`src/hdl/assert_macros.svh`:
```
// Assertion macros used by the top level of the mode projection block.
`ifndef ASSERT_MACROS_SVH
`define ASSERT_MACROS_SVH
`ifndef SYNTHESIS
`define SWL_ASSERT(lbl, clk_s, rst_s, prop, msg) \
  lbl: assert property (@(posedge clk_s) disable iff (rst_s) prop) else $error(msg);
`define SWL_ASSERT_ALWAYS(lbl, clk_s, prop, msg) \
  lbl: assert property (@(posedge clk_s) prop) else $error(msg);
`else
`define SWL_ASSERT(lbl, clk_s, rst_s, prop, msg)
`define SWL_ASSERT_ALWAYS(lbl, clk_s, prop, msg)
`endif
`endif

```
`src/hdl/swl2mp_pkg.sv`:
```
// Shared types, constants and the microcode program of the mode projection block.
package swl2mp_pkg;

  localparam int VAL_W = 36;
  typedef logic signed [VAL_W-1:0] val_t;
  typedef logic [4:0] src_t;

  localparam val_t Q30_ONE = 36'sd1073741824;
  localparam val_t COEF_A  = 36'sd169324706;
  localparam val_t COEF_B  = 36'sd338649412;
  localparam val_t COEF_C  = 36'sd414758743;

  // Operand and destination codes.
  localparam src_t SRC_X    = 5'd0;
  localparam src_t SRC_Z    = 5'd1;
  localparam src_t SRC_P    = 5'd2;
  localparam src_t SRC_T    = 5'd3;
  localparam src_t SRC_K    = 5'd4;
  localparam src_t SRC_ST   = 5'd5;
  localparam src_t SRC_CT   = 5'd6;
  localparam src_t SRC_SP   = 5'd7;
  localparam src_t SRC_CP   = 5'd8;
  localparam src_t SRC_S2   = 5'd9;
  localparam src_t SRC_C2   = 5'd10;
  localparam src_t SRC_YR   = 5'd11;
  localparam src_t SRC_YI   = 5'd12;
  localparam src_t SRC_WR   = 5'd13;
  localparam src_t SRC_WI   = 5'd14;
  localparam src_t SRC_NWI  = 5'd15;
  localparam src_t SRC_OMC  = 5'd16;
  localparam src_t SRC_OPC  = 5'd17;
  localparam src_t SRC_HR   = 5'd18;
  localparam src_t SRC_HI   = 5'd19;
  localparam src_t SRC_W    = 5'd20;
  localparam src_t SRC_SRL  = 5'd21;
  localparam src_t SRC_SRH  = 5'd22;
  localparam src_t SRC_SIL  = 5'd23;
  localparam src_t SRC_SIH  = 5'd24;
  localparam src_t SRC_C5   = 5'd25;
  localparam src_t SRC_CA   = 5'd26;
  localparam src_t SRC_CB   = 5'd27;
  localparam src_t SRC_CC   = 5'd28;
  localparam src_t SRC_ONE  = 5'd29;
  localparam src_t SRC_ZERO = 5'd30;

  localparam logic [1:0] OP_NOP   = 2'd0;
  localparam logic [1:0] OP_SINIT = 2'd1;
  localparam logic [1:0] OP_MUL   = 2'd2;
  localparam logic [1:0] OP_ACC   = 2'd3;

  localparam logic [2:0] PM_Q30  = 3'd0;
  localparam logic [2:0] PM_Q30N = 3'd1;
  localparam logic [2:0] PM_HORN = 3'd2;
  localparam logic [2:0] PM_SINF = 3'd3;
  localparam logic [2:0] PM_W16  = 3'd4;
  localparam logic [2:0] PM_DOT0 = 3'd5;
  localparam logic [2:0] PM_DOT  = 3'd6;

  localparam int PC_W = 7;
  localparam logic [PC_W-1:0] PC_LAST  = 7'd127;
  localparam logic [PC_W-1:0] PC_MODES = 7'd48;

  typedef struct packed {
    logic [1:0] op;
    logic [2:0] post;
    src_t       sa;
    src_t       sb;
    src_t       dst;
    logic [3:0] arg;
  } uop_t;

  typedef struct packed {
    logic load;
    logic exec;
    logic emit;
    uop_t uop;
  } cmd_t;

  // Taylor coefficients of sin(pi/2 x) in Q6.30.
  function automatic val_t sin_coef(input logic [2:0] k);
    val_t c;
    unique case (k)
      3'd0:    c = 36'sd1686629713;
      3'd1:    c = -36'sd693598660;
      3'd2:    c = 36'sd85569306;
      3'd3:    c = -36'sd5026995;
      3'd4:    c = 36'sd172272;
      default: c = -36'sd3864;
    endcase
    return c;
  endfunction

  function automatic uop_t mk(input logic [1:0] op, input logic [2:0] post,
                              input src_t sa, input src_t sb, input src_t dst,
                              input logic [3:0] arg);
    uop_t u;
    u.op = op; u.post = post; u.sa = sa; u.sb = sb; u.dst = dst; u.arg = arg;
    return u;
  endfunction

  // Six sines of eight steps each, then five modes of sixteen steps each.
  function automatic uop_t ucode(input logic [PC_W-1:0] pc);
    uop_t u;
    logic [PC_W-1:0] q;
    logic [2:0] m;
    logic [3:0] j;
    src_t sdst;
    q = pc - PC_MODES;
    m = q[6:4];
    j = q[3:0];
    unique case (pc[5:3])
      3'd0:    sdst = SRC_ST;
      3'd1:    sdst = SRC_CT;
      3'd2:    sdst = SRC_SP;
      3'd3:    sdst = SRC_CP;
      3'd4:    sdst = SRC_S2;
      default: sdst = SRC_C2;
    endcase
    u = mk(OP_NOP, PM_Q30, SRC_ZERO, SRC_ZERO, SRC_ZERO, 4'd0);
    if (pc < PC_MODES) begin
      unique case (pc[2:0])
        3'd0: u = mk(OP_SINIT, PM_Q30, SRC_ZERO, SRC_ZERO, SRC_X, {1'b0, pc[5:3]});
        3'd1: u = mk(OP_MUL, PM_Q30, SRC_X, SRC_X, SRC_Z, 4'd0);
        3'd2: u = mk(OP_MUL, PM_HORN, SRC_C5, SRC_Z, SRC_P, 4'd4);
        3'd7: u = mk(OP_MUL, PM_SINF, SRC_P, SRC_X, sdst, 4'd0);
        default: u = mk(OP_MUL, PM_HORN, SRC_P, SRC_Z, SRC_P, {1'b0, 3'd6 - pc[2:0]});
      endcase
    end else begin
      unique case (j)
        4'd0: begin
          unique case (m)
            3'd0:    u = mk(OP_MUL, PM_Q30, SRC_OMC, SRC_OMC, SRC_T, 4'd0);
            3'd1:    u = mk(OP_MUL, PM_Q30, SRC_ST, SRC_OMC, SRC_T, 4'd0);
            3'd2:    u = mk(OP_MUL, PM_Q30, SRC_ST, SRC_ST, SRC_T, 4'd0);
            3'd3:    u = mk(OP_MUL, PM_Q30, SRC_ST, SRC_OPC, SRC_T, 4'd0);
            default: u = mk(OP_MUL, PM_Q30, SRC_OPC, SRC_OPC, SRC_T, 4'd0);
          endcase
        end
        4'd1: begin
          unique case (m)
            3'd1, 3'd3: u = mk(OP_MUL, PM_Q30N, SRC_CB, SRC_T, SRC_K, 4'd0);
            3'd2:       u = mk(OP_MUL, PM_Q30, SRC_CC, SRC_T, SRC_K, 4'd0);
            default:    u = mk(OP_MUL, PM_Q30, SRC_CA, SRC_T, SRC_K, 4'd0);
          endcase
        end
        4'd2: begin
          unique case (m)
            3'd1, 3'd3: u = mk(OP_MUL, PM_Q30, SRC_K, SRC_CP, SRC_YR, 4'd0);
            3'd2:       u = mk(OP_MUL, PM_Q30, SRC_K, SRC_ONE, SRC_YR, 4'd0);
            default:    u = mk(OP_MUL, PM_Q30, SRC_K, SRC_C2, SRC_YR, 4'd0);
          endcase
        end
        4'd3: begin
          unique case (m)
            3'd0:    u = mk(OP_MUL, PM_Q30N, SRC_K, SRC_S2, SRC_YI, 4'd0);
            3'd1:    u = mk(OP_MUL, PM_Q30N, SRC_K, SRC_SP, SRC_YI, 4'd0);
            3'd2:    u = mk(OP_MUL, PM_Q30, SRC_K, SRC_ZERO, SRC_YI, 4'd0);
            3'd3:    u = mk(OP_MUL, PM_Q30, SRC_K, SRC_SP, SRC_YI, 4'd0);
            default: u = mk(OP_MUL, PM_Q30, SRC_K, SRC_S2, SRC_YI, 4'd0);
          endcase
        end
        4'd4:  u = mk(OP_MUL, PM_W16, SRC_W, SRC_HR, SRC_WR, 4'd0);
        4'd5:  u = mk(OP_MUL, PM_W16, SRC_W, SRC_HI, SRC_WI, 4'd0);
        4'd6:  u = mk(OP_MUL, PM_DOT0, SRC_WR, SRC_SRL, SRC_ZERO, 4'd0);
        4'd7:  u = mk(OP_MUL, PM_DOT, SRC_WR, SRC_SRH, SRC_ZERO, 4'd1);
        4'd8:  u = mk(OP_MUL, PM_DOT, SRC_WI, SRC_SIL, SRC_ZERO, 4'd0);
        4'd9:  u = mk(OP_MUL, PM_DOT, SRC_WI, SRC_SIH, SRC_ZERO, 4'd1);
        4'd10: u = mk(OP_ACC, PM_Q30, SRC_ZERO, SRC_ZERO, SRC_ZERO, {m, 1'b0});
        4'd11: u = mk(OP_MUL, PM_DOT0, SRC_WR, SRC_SIL, SRC_ZERO, 4'd0);
        4'd12: u = mk(OP_MUL, PM_DOT, SRC_WR, SRC_SIH, SRC_ZERO, 4'd1);
        4'd13: u = mk(OP_MUL, PM_DOT, SRC_NWI, SRC_SRL, SRC_ZERO, 4'd0);
        4'd14: u = mk(OP_MUL, PM_DOT, SRC_NWI, SRC_SRH, SRC_ZERO, 4'd1);
        default: u = mk(OP_ACC, PM_Q30, SRC_ZERO, SRC_ZERO, SRC_ZERO, {m, 1'b1});
      endcase
    end
    return u;
  endfunction

endpackage

```
`src/hdl/swl2mp_ctrl.sv`:
```
// Controller: handshakes and the microcode sequencer of the mode projection block.
module swl2mp_ctrl (
  input  logic                clk,
  input  logic                rst,
  input  logic                in_valid,
  output logic                in_stall,
  input  logic                last_point,
  output logic                out_valid,
  input  logic                out_stall,
  output swl2mp_pkg::cmd_t    cmd
);
  import swl2mp_pkg::*;

  localparam logic [1:0] S_IDLE = 2'd0;
  localparam logic [1:0] S_RUN  = 2'd1;
  localparam logic [1:0] S_DONE = 2'd2;

  logic [1:0]      state, state_next;
  logic [PC_W-1:0] pc;
  logic            last;
  logic            accept;
  logic            hold;

  assign in_stall = (state != S_IDLE);
  assign accept   = in_valid && !in_stall;
  // The result register is busy while an unread word waits in it.
  assign hold     = out_valid && out_stall;

  always_comb begin
    cmd.load = accept;
    cmd.exec = (state == S_RUN);
    cmd.emit = (state == S_DONE) && last && !hold;
    cmd.uop  = ucode(pc);
  end

  always_comb begin
    state_next = state;
    unique case (state)
      S_IDLE:  if (accept) state_next = S_RUN;
      S_RUN:   if (pc == PC_LAST) state_next = S_DONE;
      S_DONE:  if (!last || !hold) state_next = S_IDLE;
      default: state_next = S_IDLE;
    endcase
  end

  always_ff @(posedge clk) begin
    if (rst) begin
      state     <= S_IDLE;
      pc        <= '0;
      last      <= 1'b0;
      out_valid <= 1'b0;
    end else begin
      state <= state_next;
      if (accept) begin
        pc   <= '0;
        last <= last_point;
      end else if (state == S_RUN) begin
        pc <= pc + 1'b1;
      end
      if (cmd.emit) out_valid <= 1'b1;
      else if (out_valid && !out_stall) out_valid <= 1'b0;
    end
  end

endmodule

```
`config.mk`:
```
export PLATFORM = sky130hd
export DESIGN_NAME = swl2mp_ctrl
export DESIGN_NICKNAME = d
export VERILOG_FILES = /design/src/hdl/assert_macros.svh /design/src/hdl/swl2mp_pkg.sv /design/src/hdl/swl2mp_ctrl.sv
export SDC_FILE = /design/constraint.sdc
export NUM_CORES = 1
export LEC_CHECK = 0
export BUFFER_PORTS_ARGS = -buffer_cell sky130_fd_sc_hd__buf_2
export CORE_ASPECT_RATIO = 0.9
export CORE_UTILIZATION = 55
export DETAILED_ROUTE_END_ITERATION = 6
export MAX_ROUTING_LAYER = met4
export PLACE_DENSITY = 0.8
export REMOVE_ABC_BUFFERS = 1
export SKIP_LAST_GASP = 1
export SLEW_MARGIN = 0
export SYNTH_ARGS = -nofsm -noshare
export SYNTH_HDL_FRONTEND = slang
export SYNTH_SLANG_ARGS = --single-unit
```
`constraint.sdc`:
```
create_clock -name clk -period 4.45 [get_ports clk]
set_clock_uncertainty 0.15 [all_clocks]
set_input_delay 0.6675 -clock clk [delete_from_list [all_inputs] [get_ports clk]]
set_output_delay 0.6675 -clock clk [all_outputs]
set_load 0.01 [all_outputs]
```
==> flow_summary.html, run 1 <==
<table>
<tr><th>Metric</th><th>Value</th></tr>
<tr><th colspan="2">Timing</th></tr>
<tr><td>Sum of negative setup slack</td><td>0 ns</td></tr>
<tr><td>Final cycle utilization of the critical path</td><td>a little under 80%</td></tr>
<tr><td>RSZ-0062 raised after global routing</td><td>no</td></tr>
<tr><td>Slew Limit Fails</td><td>0</td></tr>
<tr><td>Final setup vio count</td><td>0</td></tr>
<tr><td>Max_slew headroom</td><td>40.5%</td></tr>
<tr><td>Transition time of the tightest slew-check pin</td><td>between 0.8 and 0.9 ns</td></tr>
<tr><td>Achievable frequency</td><td>between 200 and 300 MHz</td></tr>
<tr><td>Post-route minimum period</td><td>3.45 ns</td></tr>
<tr><td>Final Hold Viols</td><td>0</td></tr>
<tr><th colspan="2">Floorplan</th></tr>
<tr><td>Effective utilization at floorplan</td><td>58.5%</td></tr>
<tr><td>Placement row count</td><td>18</td></tr>
<tr><td>Die outline area</td><td>~3200 um^2</td></tr>
<tr><td>Die Span X</td><td>approximately 60 um</td></tr>
<tr><td>Height of the die</td><td>approximately 53 um</td></tr>
<tr><td>Number of primary I/O pins</td><td>34</td></tr>
<tr><td>Placeable core area</td><td>approximately 2800 um^2</td></tr>
<tr><th colspan="2">Critical path</th></tr>
<tr><td>Top cell family by delay on the critical path</td><td>simple AND/OR/NAND/NOR gates</td></tr>
<tr><td>Logic depth of the worst register-to-register path</td><td>4</td></tr>
<tr><td>CP max FO</td><td>22</td></tr>
<tr><td>Worst Path Class, Setup</td><td>flip-flop to output pin</td></tr>
<tr><td>Register-to-register path setup slack</td><td>between 2 and 2.5 ns</td></tr>
<tr><td>Startpoint of the worst register-to-register path</td><td>pc[0]</td></tr>
<tr><td>WP buf/inv</td><td>2</td></tr>
<tr><td>Data required time of the critical path</td><td>between 3 and 4 ns</td></tr>
<tr><td>Cell type of the slowest stage on the worst timing path</td><td>sky130_fd_sc_hd__ha_1</td></tr>
<tr><td>Top cell by count, worst path</td><td>sky130_fd_sc_hd__nor2_1</td></tr>
<tr><td>Cells along the critical path</td><td>inv_1 &gt; ha_1 &gt; nor2_1 &gt; or3_1 &gt; a2111oi_2 &gt; nor2_1 &gt; buf_2</td></tr>
<tr><td>Critical path's largest stage delay</td><td>about 0.66 ns</td></tr>
<tr><td>Sort of element at the end of the critical path</td><td>output pin</td></tr>
<tr><td>Capture point of the worst reg-to-reg path</td><td>pc[2]</td></tr>
<tr><td>Worst Path Arrival</td><td>about 2.6 ns</td></tr>
<tr><td>Worst Setup Start Kind</td><td>flip-flop</td></tr>
<tr><th colspan="2">Clocking</th></tr>
<tr><td>Post-CTS setup-driven buffer insertion count</td><td>0</td></tr>
<tr><td>Clock tree from TritonCTS</td><td>yes</td></tr>
<tr><td>Clock Sink Count</td><td>11</td></tr>
<tr><td>Depth of the CTS H-tree</td><td>1</td></tr>
<tr><td>Number of hold buffers added after CTS</td><td>0</td></tr>
<tr><td>Root cell of the clock tree</td><td>sky130_fd_sc_hd__clkbuf_4</td></tr>
<tr><td>Max clock buf depth</td><td>2</td></tr>
<tr><td>Insertion delay of the later-clocked pin in the worst-skew pair</td><td>0.28 ns</td></tr>
<tr><td>Post-cts sizing count</td><td>0</td></tr>
<tr><td>Clock-pin transition on the worst setup and hold timing paths</td><td>~0.080 ns</td></tr>
<tr><td>CTS buffer count</td><td>3</td></tr>
<tr><th colspan="2">Logic synthesis</th></tr>
<tr><td>Warnings, synthesis</td><td>0</td></tr>
<tr><td>Most used DFF post-synth</td><td>sky130_fd_sc_hd__dfxtp_1</td></tr>
<tr><td>Share of Yosys cell area claimed by the top area cell type</td><td>between 10% and 20%</td></tr>
<tr><td>Dominant cell type by area after synthesis</td><td>sky130_fd_sc_hd__dfxtp_1</td></tr>
<tr><td>Count leader, synth</td><td>sky130_fd_sc_hd__nor2_1</td></tr>
<tr><td>Most instantiated cells after synthesis</td><td>31 x sky130_fd_sc_hd__nor2_1, 22 x sky130_fd_sc_hd__a21oi_1, 18 x sky130_fd_sc_hd__o21ai_0, 13 x sky130_fd_sc_hd__nand2_1, 12 x sky130_fd_sc_hd__ha_1</td></tr>
<tr><td>Leading post-synthesis cells by cell area</td><td>sky130_fd_sc_hd__dfxtp_1 14%, sky130_fd_sc_hd__ha_1 9.3%, sky130_fd_sc_hd__nor2_1 7.2%</td></tr>
<tr><td>Portion of the post-synthesis area used by sequential elements</td><td>around 14%</td></tr>
<tr><td>Synth Instances</td><td>239</td></tr>
<tr><td>Synthesized flop and latch total</td><td>11</td></tr>
<tr><td>Post-synthesis average cell area</td><td>around 6.8 um^2</td></tr>
<tr><td>Combined area of all synthesized cells</td><td>1620 um^2</td></tr>
<tr><td>Number of distinct library cells after synthesis</td><td>60</td></tr>
<tr><td>Number of enable-type register cells in the synthesized netlist</td><td>0</td></tr>
<tr><td>Share of flip-flops with an asynchronous set or reset after synthesis</td><td>0%</td></tr>
<tr><th colspan="2">Layout</th></tr>
<tr><td>Filler instances</td><td>278</td></tr>
<tr><td>Total number of nets in the final design</td><td>around 270</td></tr>
<tr><td>Final standard cell count with taps included and fillers excluded</td><td>just under 300</td></tr>
<tr><td>Fraction of layout cells with a size suffix above 1</td><td>19.3%</td></tr>
<tr><td>Number of diodes added for antenna fixing</td><td>0</td></tr>
<tr><td>Area added between synthesis and finish</td><td>8.49%</td></tr>
<tr><td>Total non-filler cell area in the finished layout</td><td>1760 um^2</td></tr>
<tr><th colspan="2">Global route</th></tr>
<tr><td>Via count of the first global-routing pass</td><td>about 1,500</td></tr>
<tr><td>Wire length of the first global-routing pass</td><td>between 7000 and 8000 um</td></tr>
<tr><td>Antenna violations before repair</td><td>0</td></tr>
<tr><td>Maximum number of pins on one net before global-route repair</td><td>26</td></tr>
<tr><td>Gr ovfl total</td><td>0</td></tr>
<tr><td>GRT Overall Usage</td><td>a little under a third</td></tr>
<tr><th colspan="2">Place</th></tr>
<tr><td>Half-perimeter wire length after detailed placement</td><td>between 3000 and 4000 um</td></tr>
<tr><td>Count of buffers inserted at the top-level ports</td><td>33</td></tr>
<tr><td>Placer Congestion</td><td>about 0.96</td></tr>
<tr><td>Placed Cells incl. Taps</td><td>between 200 and 300</td></tr>
<tr><td>Post-Place Cell Area</td><td>about 1700 um^2</td></tr>
<tr><th colspan="2">Detailed routing</th></tr>
<tr><td>Total via count in the routed design</td><td>1,913</td></tr>
<tr><td>Drt total wl</td><td>between 4000 and 5000 um</td></tr>
<tr><td>Average routed wire per standard cell</td><td>15.7 um</td></tr>
<tr><td>Remaining antenna violation count</td><td>0</td></tr>
<tr><td>Via count normalized by instance count</td><td>around 6.5</td></tr>
<tr><td>DR iter-0 viols</td><td>approximately 170</td></tr>
<tr><td>Count of TritonRoute iterations in the first routing pass</td><td>7</td></tr>
<tr><td>DRC Markers</td><td>0</td></tr>
<tr><th colspan="2">Power</th></tr>
<tr><td>Internal power consumption</td><td>171 uW</td></tr>
<tr><td>Net switching power figure</td><td>about 91 uW</td></tr>
<tr><td>Overall power consumption</td><td>about 260 uW</td></tr>
<tr><td>Share of total power in the clock network</td><td>~27%</td></tr>
<tr><td>Worst vdd ir</td><td>0.000190 V</td></tr>
<tr><td>Leakage</td><td>0.000718 uW</td></tr>
<tr><td>Part of the power in registers</td><td>around two fifths</td></tr>
<tr><td>Share of total power consumed by net switching</td><td>about 35%</td></tr>
<tr><td>Portion of total power attributed to combinational logic</td><td>33.9%</td></tr>
<tr><td>Power density of the placed cells</td><td>149 nW/um^2</td></tr>
<tr><th colspan="2">Worst hold path</th></tr>
<tr><td>Hold Path Sink</td><td>out_valid</td></tr>
<tr><td>Classification of the worst-slack hold path</td><td>flip-flop to flip-flop</td></tr>
<tr><td>HP Start</td><td>out_valid</td></tr>
<tr><td>Depth of the worst hold-timing path</td><td>2</td></tr>
<tr><th colspan="2">Run</th></tr>
<tr><td>Max-cap check violation count</td><td>0</td></tr>
<tr><th colspan="2">Status</th></tr>
<tr><td>Status</td><td>complete, no violations</td></tr>
</table>
power groups by stage:
stage	logic [uW]	clock network [uW]	registers, uW
finish	88.9	70.6	103
global route	97.8	76.8	103
CTS	87.4	72.3	103
detailed placement	87.0	0	105
global placement	86.3	0	105
floorplan	59.3	0	104
per-layer routing:
metal  wire length (um)  vias to the layer above  GRT usage, %  part of all wire, %
li1                   -                      915             -                    -
met1               2030                      854          44.0                   44
met2               2010                      134          44.8                   44
met3                520                       10          7.09                   11
met4                 48                        0          7.14                  1.0
met5                  0                        -             -                    0
per-stage QoR:
step           worst slack, ns  utilization [%]  hold WS (ns)
4_1_cts                   1.04             63.5         0.351
3_5_place_dp              1.36             62.5         0.339
5_1_grt                  0.847             63.5         0.416
2_1_floorplan             1.66                -         0.311
6_report                  1.00             63.5         0.354
3_3_place_gp              1.38             62.5         0.336
cell usage in the layout, fill, tap and decap left out, types with 3 or more instances in the layout:
cell type,n
sky130_fd_sc_hd__dfxtp_1,11
sky130_fd_sc_hd__ha_1,12
sky130_fd_sc_hd__and2_1,3
sky130_fd_sc_hd__inv_1,7
sky130_fd_sc_hd__nand3_1,6
sky130_fd_sc_hd__o21ai_1,6
sky130_fd_sc_hd__nor2b_1,5
sky130_fd_sc_hd__nand2_1,13
sky130_fd_sc_hd__a31oi_1,6
sky130_fd_sc_hd__nand3b_1,3
sky130_fd_sc_hd__o31ai_1,4
sky130_fd_sc_hd__nor3_1,6
sky130_fd_sc_hd__a21o_1,3
sky130_fd_sc_hd__a32oi_1,3
sky130_fd_sc_hd__buf_2,33
sky130_fd_sc_hd__nor3b_1,3
sky130_fd_sc_hd__clkbuf_4,3
sky130_fd_sc_hd__a21oi_1,22
sky130_fd_sc_hd__o21ai_0,18
sky130_fd_sc_hd__xnor2_1,3
sky130_fd_sc_hd__nor2_1,31
sky130_fd_sc_hd__buf_4,3
how the worst max path moves through the flow:
stage | to | startpoint | slack [ns] | cells past startpoint
after floorplan | cmd[1] | pc[0] | 1.66 | 6
after global placement | cmd[16] | pc[0] | 1.38 | 7
after detailed placement | cmd[2] | pc[0] | 1.36 | 7
after CTS | cmd[2] | pc[0] | 1.04 | 7
after global routing | cmd[14] | pc[4] | 0.85 | 7
final | cmd[16] | pc[0] | 1.00 | 7
cell type report:
| cell class | count | area [um^2] | share of cell area, % |
|---|---|---|---|
| clock buffers | 4 | 26.3 | 1.49 |
| inverters | 8 | 30.0 | 1.71 |
| multi-input cells | 195 | 1240 | 70.7 |
| flip-flops and latches | 11 | 220 | 12.5 |
| well taps | 40 | 50.0 | 2.85 |
| repair buffers | 36 | 188 | 10.7 |
cell families after synthesis:
family,count (synthesis),synth area share [%]
compound gates,91,36.8
simple gates,86,26.9
buf+inv,33,9.65
fa+ha+maj,12,9.27
flops,11,13.6
xor+xnor,4,2.16
mux,2,1.54
worst register-to-register path, stage by stage (launching register included):
cell and delay [ns]:
sky130_fd_sc_hd__dfxtp_1 0.44, sky130_fd_sc_hd__ha_1 0.78, sky130_fd_sc_hd__ha_1 0.38, sky130_fd_sc_hd__a21oi_1 0.12
sky130_fd_sc_hd__nor2_1 0.05
flip-flops by register name, indices dropped and copies added, names as in the netlist:
register,cells
last,1
out_valid,1
pc,7
state,2
Note: power is estimated with default switching activity, not from simulation.
==> run 2, diff against run 1 <==
==> constraint.sdc (replaced) <==
create_clock -name clk -period 3.5 [get_ports clk]
set_clock_uncertainty 0.15 [all_clocks]
set_input_delay 0.525 -clock clk [delete_from_list [all_inputs] [get_ports clk]]
set_output_delay 0.525 -clock clk [all_outputs]
set_load 0.01 [all_outputs]
==> flow_summary.html, run 2 (same netlist as run 1, synthesis figures left out) <==
<table>
<tr><th>Metric</th><th>Value</th></tr>
<tr><th colspan="2">Critical path</th></tr>
<tr><td>CP max FO</td><td>19 (was 22)</td></tr>
<tr><td>Cell type of the slowest stage on the worst timing path</td><td>sky130_fd_sc_hd__ha_1 (unchanged)</td></tr>
<tr><td>Data required time of the critical path</td><td>2.82 ns (was 3.63 ns)</td></tr>
<tr><td>Worst Path Class, Setup</td><td>flip-flop to output pin (unchanged)</td></tr>
<tr><td>Worst Path Arrival</td><td>2.51 ns (was 2.63 ns)</td></tr>
<tr><td>Top cell by count, worst path</td><td>sky130_fd_sc_hd__nor2_1 (unchanged)</td></tr>
<tr><td>Cells along the critical path</td><td>ha_1 &gt; nor2_1 &gt; or3_1 &gt; a2111oi_2 &gt; nor2_1 &gt; buf_2 (was inv_1 &gt; ha_1 &gt; nor2_1 &gt; or3_1 &gt; a2111oi_2 &gt; nor2_1 &gt; buf_2)</td></tr>
<tr><td>Critical path's largest stage delay</td><td>0.63 ns (was 0.66 ns)</td></tr>
<tr><td>Worst Setup Start Kind</td><td>flip-flop (unchanged)</td></tr>
<tr><td>Sort of element at the end of the critical path</td><td>output pin (unchanged)</td></tr>
<tr><th colspan="2">Global route</th></tr>
<tr><td>Wire length of the first global-routing pass</td><td>6940 um (was 7190 um)</td></tr>
<tr><td>Via count of the first global-routing pass</td><td>1,480 (was 1,475)</td></tr>
<tr><td>Maximum number of pins on one net before global-route repair</td><td>23 (was 26)</td></tr>
<tr><td>Gr ovfl total</td><td>0 (unchanged)</td></tr>
<tr><td>Antenna violations before repair</td><td>0 (unchanged)</td></tr>
<tr><td>GRT Overall Usage</td><td>30.1% (was 31.3%)</td></tr>
<tr><th colspan="2">Clocking</th></tr>
<tr><td>Root cell of the clock tree</td><td>sky130_fd_sc_hd__clkbuf_4 (unchanged)</td></tr>
<tr><td>Max clock buf depth</td><td>2 (unchanged)</td></tr>
<tr><td>Post-cts sizing count</td><td>0 (unchanged)</td></tr>
<tr><td>Clock Sink Count</td><td>11 (unchanged)</td></tr>
<tr><td>Insertion delay of the later-clocked pin in the worst-skew pair</td><td>0.27 ns (was 0.28 ns)</td></tr>
<tr><td>Depth of the CTS H-tree</td><td>1 (unchanged)</td></tr>
<tr><td>Number of hold buffers added after CTS</td><td>0 (unchanged)</td></tr>
<tr><td>CTS buffer count</td><td>3 (unchanged)</td></tr>
<tr><td>Clock-pin transition on the worst setup and hold timing paths</td><td>0.07 ns (was 0.08 ns)</td></tr>
<tr><td>Clock tree from TritonCTS</td><td>yes (unchanged)</td></tr>
<tr><td>Post-CTS setup-driven buffer insertion count</td><td>0 (unchanged)</td></tr>
<tr><th colspan="2">Timing</th></tr>
<tr><td>Final setup vio count</td><td>0 (unchanged)</td></tr>
<tr><td>Transition time of the tightest slew-check pin</td><td>0.764 ns (was 0.893 ns)</td></tr>
<tr><td>Final cycle utilization of the critical path</td><td>between 90% and 100%</td></tr>
<tr><td>Post-route minimum period</td><td>3.19 ns</td></tr>
<tr><td>Final Hold Viols</td><td>0 (unchanged)</td></tr>
<tr><td>RSZ-0062 raised after global routing</td><td>no (unchanged)</td></tr>
<tr><td>Achievable frequency</td><td>314 MHz</td></tr>
<tr><td>Sum of negative setup slack</td><td>0 ns (unchanged)</td></tr>
<tr><td>Slew Limit Fails</td><td>0 (unchanged)</td></tr>
<tr><td>Max_slew headroom</td><td>49.0% (was 40.5%)</td></tr>
<tr><td>Final Worst Setup Slack</td><td>0.312 ns (was 1.00 ns)</td></tr>
<tr><th colspan="2">Floorplan</th></tr>
<tr><td>Placement row count</td><td>18 (unchanged)</td></tr>
<tr><td>Effective utilization at floorplan</td><td>58.5% (unchanged)</td></tr>
<tr><td>Number of primary I/O pins</td><td>34 (unchanged)</td></tr>
<tr><td>Die outline area</td><td>3170 um^2 (unchanged)</td></tr>
<tr><td>Height of the die</td><td>53.5 um (unchanged)</td></tr>
<tr><td>Die Span X</td><td>59.2 um (unchanged)</td></tr>
<tr><td>Placeable core area</td><td>2770 um^2 (unchanged)</td></tr>
<tr><th colspan="2">Place</th></tr>
<tr><td>Post-Place Cell Area</td><td>1790 um^2 (was 1730 um^2)</td></tr>
<tr><td>Pre-CTS WS</td><td>0.648 ns (was 1.36 ns)</td></tr>
<tr><td>Count of buffers inserted at the top-level ports</td><td>33 (unchanged)</td></tr>
<tr><td>Placer Congestion</td><td>0.936 (was 0.959)</td></tr>
<tr><td>Half-perimeter wire length after detailed placement</td><td>3280 um (was 3230 um)</td></tr>
<tr><td>Placed Cells incl. Taps</td><td>298 (was 290)</td></tr>
<tr><th colspan="2">Layout</th></tr>
<tr><td>Top reg by flops</td><td>pc (unchanged)</td></tr>
<tr><td>Final standard cell count with taps included and fillers excluded</td><td>302 (was 294)</td></tr>
<tr><td>Top flop regs</td><td>pc (7), state (2) (unchanged)</td></tr>
<tr><td>Most used cells in the layout excluding fill and tap cells</td><td>33 x sky130_fd_sc_hd__buf_2, 31 x sky130_fd_sc_hd__nor2_1, 22 x sky130_fd_sc_hd__a21oi_1 (unchanged)</td></tr>
<tr><td>Largest register FFs</td><td>7 (unchanged)</td></tr>
<tr><td>Number of diodes added for antenna fixing</td><td>0 (unchanged)</td></tr>
<tr><td>Total non-filler cell area in the finished layout</td><td>1820 um^2 (was 1760 um^2)</td></tr>
<tr><td>Final core occ</td><td>65.6% (was 63.5%)</td></tr>
<tr><td>Most common library cell in the layout ignoring fill and taps</td><td>sky130_fd_sc_hd__buf_2 (unchanged)</td></tr>
<tr><td>Area added between synthesis and finish</td><td>12.2% (was 8.49%)</td></tr>
<tr><td>Fraction of layout cells with a size suffix above 1</td><td>21.8% (was 19.3%)</td></tr>
<tr><td>Total number of nets in the final design</td><td>280 (was 272)</td></tr>
<tr><th colspan="2">Detailed routing</th></tr>
<tr><td>Remaining antenna violation count</td><td>0 (unchanged)</td></tr>
<tr><td>DRC Markers</td><td>0 (unchanged)</td></tr>
<tr><td>Average routed wire per standard cell</td><td>15.1 um (was 15.7 um)</td></tr>
<tr><td>Via count normalized by instance count</td><td>6.31 (was 6.51)</td></tr>
<tr><td>Total via count in the routed design</td><td>1,906 (was 1,913)</td></tr>
<tr><td>Count of TritonRoute iterations in the first routing pass</td><td>4 (was 7)</td></tr>
<tr><td>DR iter-0 viols</td><td>208 (was 168)</td></tr>
<tr><td>Drt total wl</td><td>4570 um (was 4610 um)</td></tr>
<tr><th colspan="2">Power</th></tr>
<tr><td>Worst vdd ir</td><td>0.000299 V (was 0.000190 V)</td></tr>
<tr><td>Power density of the placed cells</td><td>185 nW/um^2 (was 149 nW/um^2)</td></tr>
<tr><td>Leakage</td><td>0.000759 uW (was 0.000718 uW)</td></tr>
<tr><th colspan="2">Status</th></tr>
<tr><td>Status</td><td>complete, no violations (unchanged)</td></tr>
<tr><th colspan="2">Run</th></tr>
<tr><td>Max-cap check violation count</td><td>0 (unchanged)</td></tr>
<tr><th colspan="2">Worst hold path</th></tr>
<tr><td>Classification of the worst-slack hold path</td><td>input pin to flip-flop (was flip-flop to flip-flop)</td></tr>
</table>
-- run 2: cell types whose count changed in the layout (fill, tap and decap cells not counted) --
| cell | delta |
|---|---|
| sky130_fd_sc_hd__buf_4 | +8 |
-- run 2: worst max-delay path: cells and delay by family, from the launching register on --
kind	cells	cell delay, ns
simple gates	3	0.65
compound gates	1	0.38
fa+ha+maj	1	0.63
flops	1	0.43
buf+inv	1	0.15
-- run 2: stage by stage --
stage / total power, uW / hold WS [ns]
6_report: 337 / 0.319
5_1_grt: 356 / 0.322
4_1_cts: 337 / 0.314
3_5_place_dp: 249 / 0.337
3_3_place_gp: 248 / 0.334
2_1_floorplan: 208 / 0.311
-- run 2: final timing paths --
kind	start	to	slack (ns)	cells after the start
worst max-delay path	pc[0]	cmd[16]	0.31	6
worst min-delay path	rst	out_valid	0.32	2
worst max register to register	pc[0]	pc[2]	1.49	5
worst min register to register	out_valid	out_valid	0.35	2
-- run 2: cell type report --
type / instances / area (um^2)
fillers: 273 / 952
repair buffers: 44 / 248
multi-input cells: 195 / 1240
flip-flops and latches: 11 / 220
clock buffers: 4 / 26.3
inverters: 8 / 30.0
well taps: 40 / 50.0
-- run 2: per-layer routing --
metal	GRT usage [%]	vias up	routed length, um
met4	6.35	0	47
met3	7.58	8	541
li1	-	931	-
met5	-	-	0
met2	39.7	123	1880
met1	44.7	844	2090
-- run 2: where the power goes --
part,internal [uW],switching [uW]
Sequential,128,2.53
Combinational,49.5,68.2
Clock,44.2,44.9
Total,222,116
==> run 3, diff against run 2 <==
--- a/config.mk
+++ b/config.mk
@@ -6,11 +6,14 @@
 export NUM_CORES = 1
 export LEC_CHECK = 0
 export BUFFER_PORTS_ARGS = -buffer_cell sky130_fd_sc_hd__buf_2
+export CELL_PAD_IN_SITES_DETAIL_PLACEMENT = 2
+export CELL_PAD_IN_SITES_GLOBAL_PLACEMENT = 2
 export CORE_ASPECT_RATIO = 0.9
-export CORE_UTILIZATION = 55
+export CORE_MARGIN = 3
+export CORE_UTILIZATION = 30
 export DETAILED_ROUTE_END_ITERATION = 6
 export MAX_ROUTING_LAYER = met4
-export PLACE_DENSITY = 0.8
+export PLACE_DENSITY_LB_ADDON = 0.1
 export REMOVE_ABC_BUFFERS = 1
 export SKIP_LAST_GASP = 1
 export SLEW_MARGIN = 0
==> flow_summary.html, run 3 (same netlist as run 1, synthesis figures left out) <==
<table>
<tr><th>Metric</th><th>Value</th></tr>
<tr><th colspan="2">Clocking</th></tr>
<tr><td>Clock tree from TritonCTS</td><td>yes (unchanged)</td></tr>
<tr><td>CTS buffer count</td><td>3 (unchanged)</td></tr>
<tr><td>Depth of the CTS H-tree</td><td>1 (unchanged)</td></tr>
<tr><td>Clock Sink Count</td><td>11 (unchanged)</td></tr>
<tr><td>Max clock buf depth</td><td>2 (unchanged)</td></tr>
<tr><td>Insertion delay of the later-clocked pin in the worst-skew pair</td><td>0.24 ns (was 0.27 ns)</td></tr>
<tr><td>Post-cts sizing count</td><td>0 (unchanged)</td></tr>
<tr><td>Post-CTS setup-driven buffer insertion count</td><td>0 (unchanged)</td></tr>
<tr><td>Number of hold buffers added after CTS</td><td>0 (unchanged)</td></tr>
<tr><td>Clock-pin transition on the worst setup and hold timing paths</td><td>0.05 ns (was 0.07 ns)</td></tr>
<tr><td>Root cell of the clock tree</td><td>sky130_fd_sc_hd__clkbuf_8 (was sky130_fd_sc_hd__clkbuf_4)</td></tr>
<tr><th colspan="2">Critical path</th></tr>
<tr><td>Worst setup path startpoint</td><td>pc[4] (was pc[0])</td></tr>
<tr><td>CP max FO</td><td>12 (was 19)</td></tr>
<tr><td>Data required time of the critical path</td><td>2.82 ns (about the same)</td></tr>
<tr><td>Worst Path Class, Setup</td><td>flip-flop to output pin (unchanged)</td></tr>
<tr><td>Sort of element at the end of the critical path</td><td>output pin (unchanged)</td></tr>
<tr><td>Worst Setup Start Kind</td><td>flip-flop (unchanged)</td></tr>
<tr><td>Startpoint of the worst register-to-register path</td><td>pc[0] (unchanged)</td></tr>
<tr><td>Worst Path Arrival</td><td>2.54 ns (was 2.51 ns)</td></tr>
<tr><th colspan="2">Worst hold path</th></tr>
<tr><td>Classification of the worst-slack hold path</td><td>input pin to flip-flop (unchanged)</td></tr>
<tr><td>HP Start</td><td>rst (unchanged)</td></tr>
<tr><th colspan="2">Power</th></tr>
<tr><td>Worst vdd ir</td><td>0.000101 V (was 0.000299 V)</td></tr>
<tr><td>Power density of the placed cells</td><td>205 nW/um^2 (was 185 nW/um^2)</td></tr>
<tr><td>Leakage</td><td>0.000793 uW (was 0.000759 uW)</td></tr>
<tr><td>Overall power consumption</td><td>391 uW (was 337 uW)</td></tr>
<tr><th colspan="2">Timing</th></tr>
<tr><td>Final cycle utilization of the critical path</td><td>91.9% (was 91.1%)</td></tr>
<tr><td>Achievable frequency</td><td>311 MHz (was 314 MHz)</td></tr>
<tr><td>Transition time of the tightest slew-check pin</td><td>0.651 ns (was 0.764 ns)</td></tr>
<tr><td>Slew Limit Fails</td><td>0 (unchanged)</td></tr>
<tr><td>Sum of negative setup slack</td><td>0 ns (unchanged)</td></tr>
<tr><td>Final setup vio count</td><td>0 (unchanged)</td></tr>
<tr><td>Final Hold Viols</td><td>0 (unchanged)</td></tr>
<tr><td>Post-route minimum period</td><td>3.22 ns (was 3.19 ns)</td></tr>
<tr><td>Max_slew headroom</td><td>56.6% (was 49.0%)</td></tr>
<tr><td>RSZ-0062 raised after global routing</td><td>no (unchanged)</td></tr>
<tr><th colspan="2">Layout</th></tr>
<tr><td>Total number of nets in the final design</td><td>285 (was 280)</td></tr>
<tr><td>Top reg by flops</td><td>pc (unchanged)</td></tr>
<tr><td>Area of the multi-input gates</td><td>1240 um^2 (unchanged)</td></tr>
<tr><td>Area added between synthesis and finish</td><td>17.6% (was 12.2%)</td></tr>
<tr><td>Most used cells in the layout excluding fill and tap cells</td><td>33 x sky130_fd_sc_hd__buf_2, 31 x sky130_fd_sc_hd__nor2_1, 22 x sky130_fd_sc_hd__a21oi_1 (unchanged)</td></tr>
<tr><td>Number of diodes added for antenna fixing</td><td>0 (unchanged)</td></tr>
<tr><td>Largest register FFs</td><td>7 (unchanged)</td></tr>
<tr><td>Total area of sequential cells</td><td>220 um^2 (unchanged)</td></tr>
<tr><td>Top flop regs</td><td>pc (7), state (2) (unchanged)</td></tr>
<tr><td>Most common library cell in the layout ignoring fill and taps</td><td>sky130_fd_sc_hd__buf_2 (unchanged)</td></tr>
<tr><td>Filler instances</td><td>634 (was 273)</td></tr>
<tr><td>Fraction of layout cells with a size suffix above 1</td><td>23.2% (was 21.8%)</td></tr>
<tr><th colspan="2">Detailed routing</th></tr>
<tr><td>Average routed wire per standard cell</td><td>19.7 um (was 15.1 um)</td></tr>
<tr><td>Total via count in the routed design</td><td>1,901 (was 1,906)</td></tr>
<tr><td>DRC Markers</td><td>0 (unchanged)</td></tr>
<tr><td>Via count normalized by instance count</td><td>5.73 (was 6.31)</td></tr>
<tr><td>Count of TritonRoute iterations in the first routing pass</td><td>4 (unchanged)</td></tr>
<tr><td>Drt total wl</td><td>6560 um (was 4570 um)</td></tr>
<tr><td>DR iter-0 viols</td><td>124 (was 208)</td></tr>
<tr><td>Remaining antenna violation count</td><td>0 (unchanged)</td></tr>
<tr><th colspan="2">Floorplan</th></tr>
<tr><td>Effective utilization at floorplan</td><td>32.3% (was 58.5%)</td></tr>
<tr><td>Die outline area</td><td>6320 um^2 (was 3170 um^2)</td></tr>
<tr><td>Die Span X</td><td>83.5 um (was 59.2 um)</td></tr>
<tr><td>Number of primary I/O pins</td><td>34 (unchanged)</td></tr>
<tr><td>Height of the die</td><td>75.7 um (was 53.5 um)</td></tr>
<tr><td>Placeable core area</td><td>5010 um^2 (was 2770 um^2)</td></tr>
<tr><td>Placement row count</td><td>24 (was 18)</td></tr>
<tr><th colspan="2">Place</th></tr>
<tr><td>Placer Congestion</td><td>0.833 (was 0.936)</td></tr>
<tr><td>Count of buffers inserted at the top-level ports</td><td>33 (unchanged)</td></tr>
<tr><td>Half-perimeter wire length after detailed placement</td><td>5080 um (was 3280 um)</td></tr>
<tr><th colspan="2">Status</th></tr>
<tr><td>Status</td><td>complete, no violations (unchanged)</td></tr>
<tr><th colspan="2">Global route</th></tr>
<tr><td>Gr ovfl total</td><td>0 (unchanged)</td></tr>
<tr><td>Via count of the first global-routing pass</td><td>2,007 (was 1,480)</td></tr>
<tr><td>Maximum number of pins on one net before global-route repair</td><td>17 (was 23)</td></tr>
<tr><td>Antenna violations before repair</td><td>0 (unchanged)</td></tr>
<tr><td>GRT Overall Usage</td><td>22.0% (was 30.1%)</td></tr>
<tr><td>Wire length of the first global-routing pass</td><td>10,900 um (was 6940 um)</td></tr>
<tr><th colspan="2">Run</th></tr>
<tr><td>Max-cap check violation count</td><td>0 (unchanged)</td></tr>
</table>
## run 3: cell count changes in the layout (fill, tap and decap cells not counted), sizes merged
| cell | before | now |
|---|---|---|
| buf | 44 | 49 |
## run 3: final timing paths
kind,slack (ns),cells past startpoint,to
worst max-delay path,0.28,7,cmd[9]
worst min-delay path,0.36,2,out_valid
worst max register to register,1.48,5,pc[2]
worst min register to register,0.36,2,last
## run 3: layout make-up
type | instances | area share, %
multi-input cells | 195 | 65.3
inverters | 8 | 1.58
repair buffers | 49 | 15.0
clock buffers | 4 | 2.36
flip-flops and latches | 11 | 11.6
well taps | 65 | 4.27
## run 3: routing by layer
layer | track usage [%] | part of all wire [%] | vias to the layer above
li1 | - | - | 932
met1 | 29.8 | 48 | 916
met2 | 37.2 | 46 | 53
met3 | 2.92 | 6.5 | 0
met4 | 1.25 | 0 | 0
met5 | - | 0 | -
## run 3: stage by stage
stage / cell area (um^2) / setup slack, ns / utilization (%) / instances / hold slack (ns)
floorplan: 1490 / 0.853 / - / 214 / 0.311
global placement: 1860 / 0.591 / 37.1 / 328 / 0.330
detailed placement: 1860 / 0.479 / 37.1 / 328 / 0.354
CTS: 1910 / 0.211 / 38.0 / 332 / 0.360
global route: 1910 / 0.0510 / 38.0 / 332 / 0.365
finish: 1910 / 0.283 / 38.0 / 332 / 0.356
## run 3: report_power, final
part	leakage, uW	total, uW	internal, uW	switching (uW)
Sequential	0.0000892	131	128	2.42
Clock	0.0000228	131	80.2	50.4
Combinational	0.000682	130	53.2	76.3
## run 3: critical path, cell delays in order (launching register included)
cell	delay (ns)
sky130_fd_sc_hd__dfxtp_1	0.42
sky130_fd_sc_hd__ha_1	0.27
sky130_fd_sc_hd__ha_1	0.52
sky130_fd_sc_hd__or4b_1	0.50
sky130_fd_sc_hd__o21ai_1	0.17
sky130_fd_sc_hd__a221o_1	0.16
sky130_fd_sc_hd__a32oi_1	0.09
sky130_fd_sc_hd__buf_2	0.18
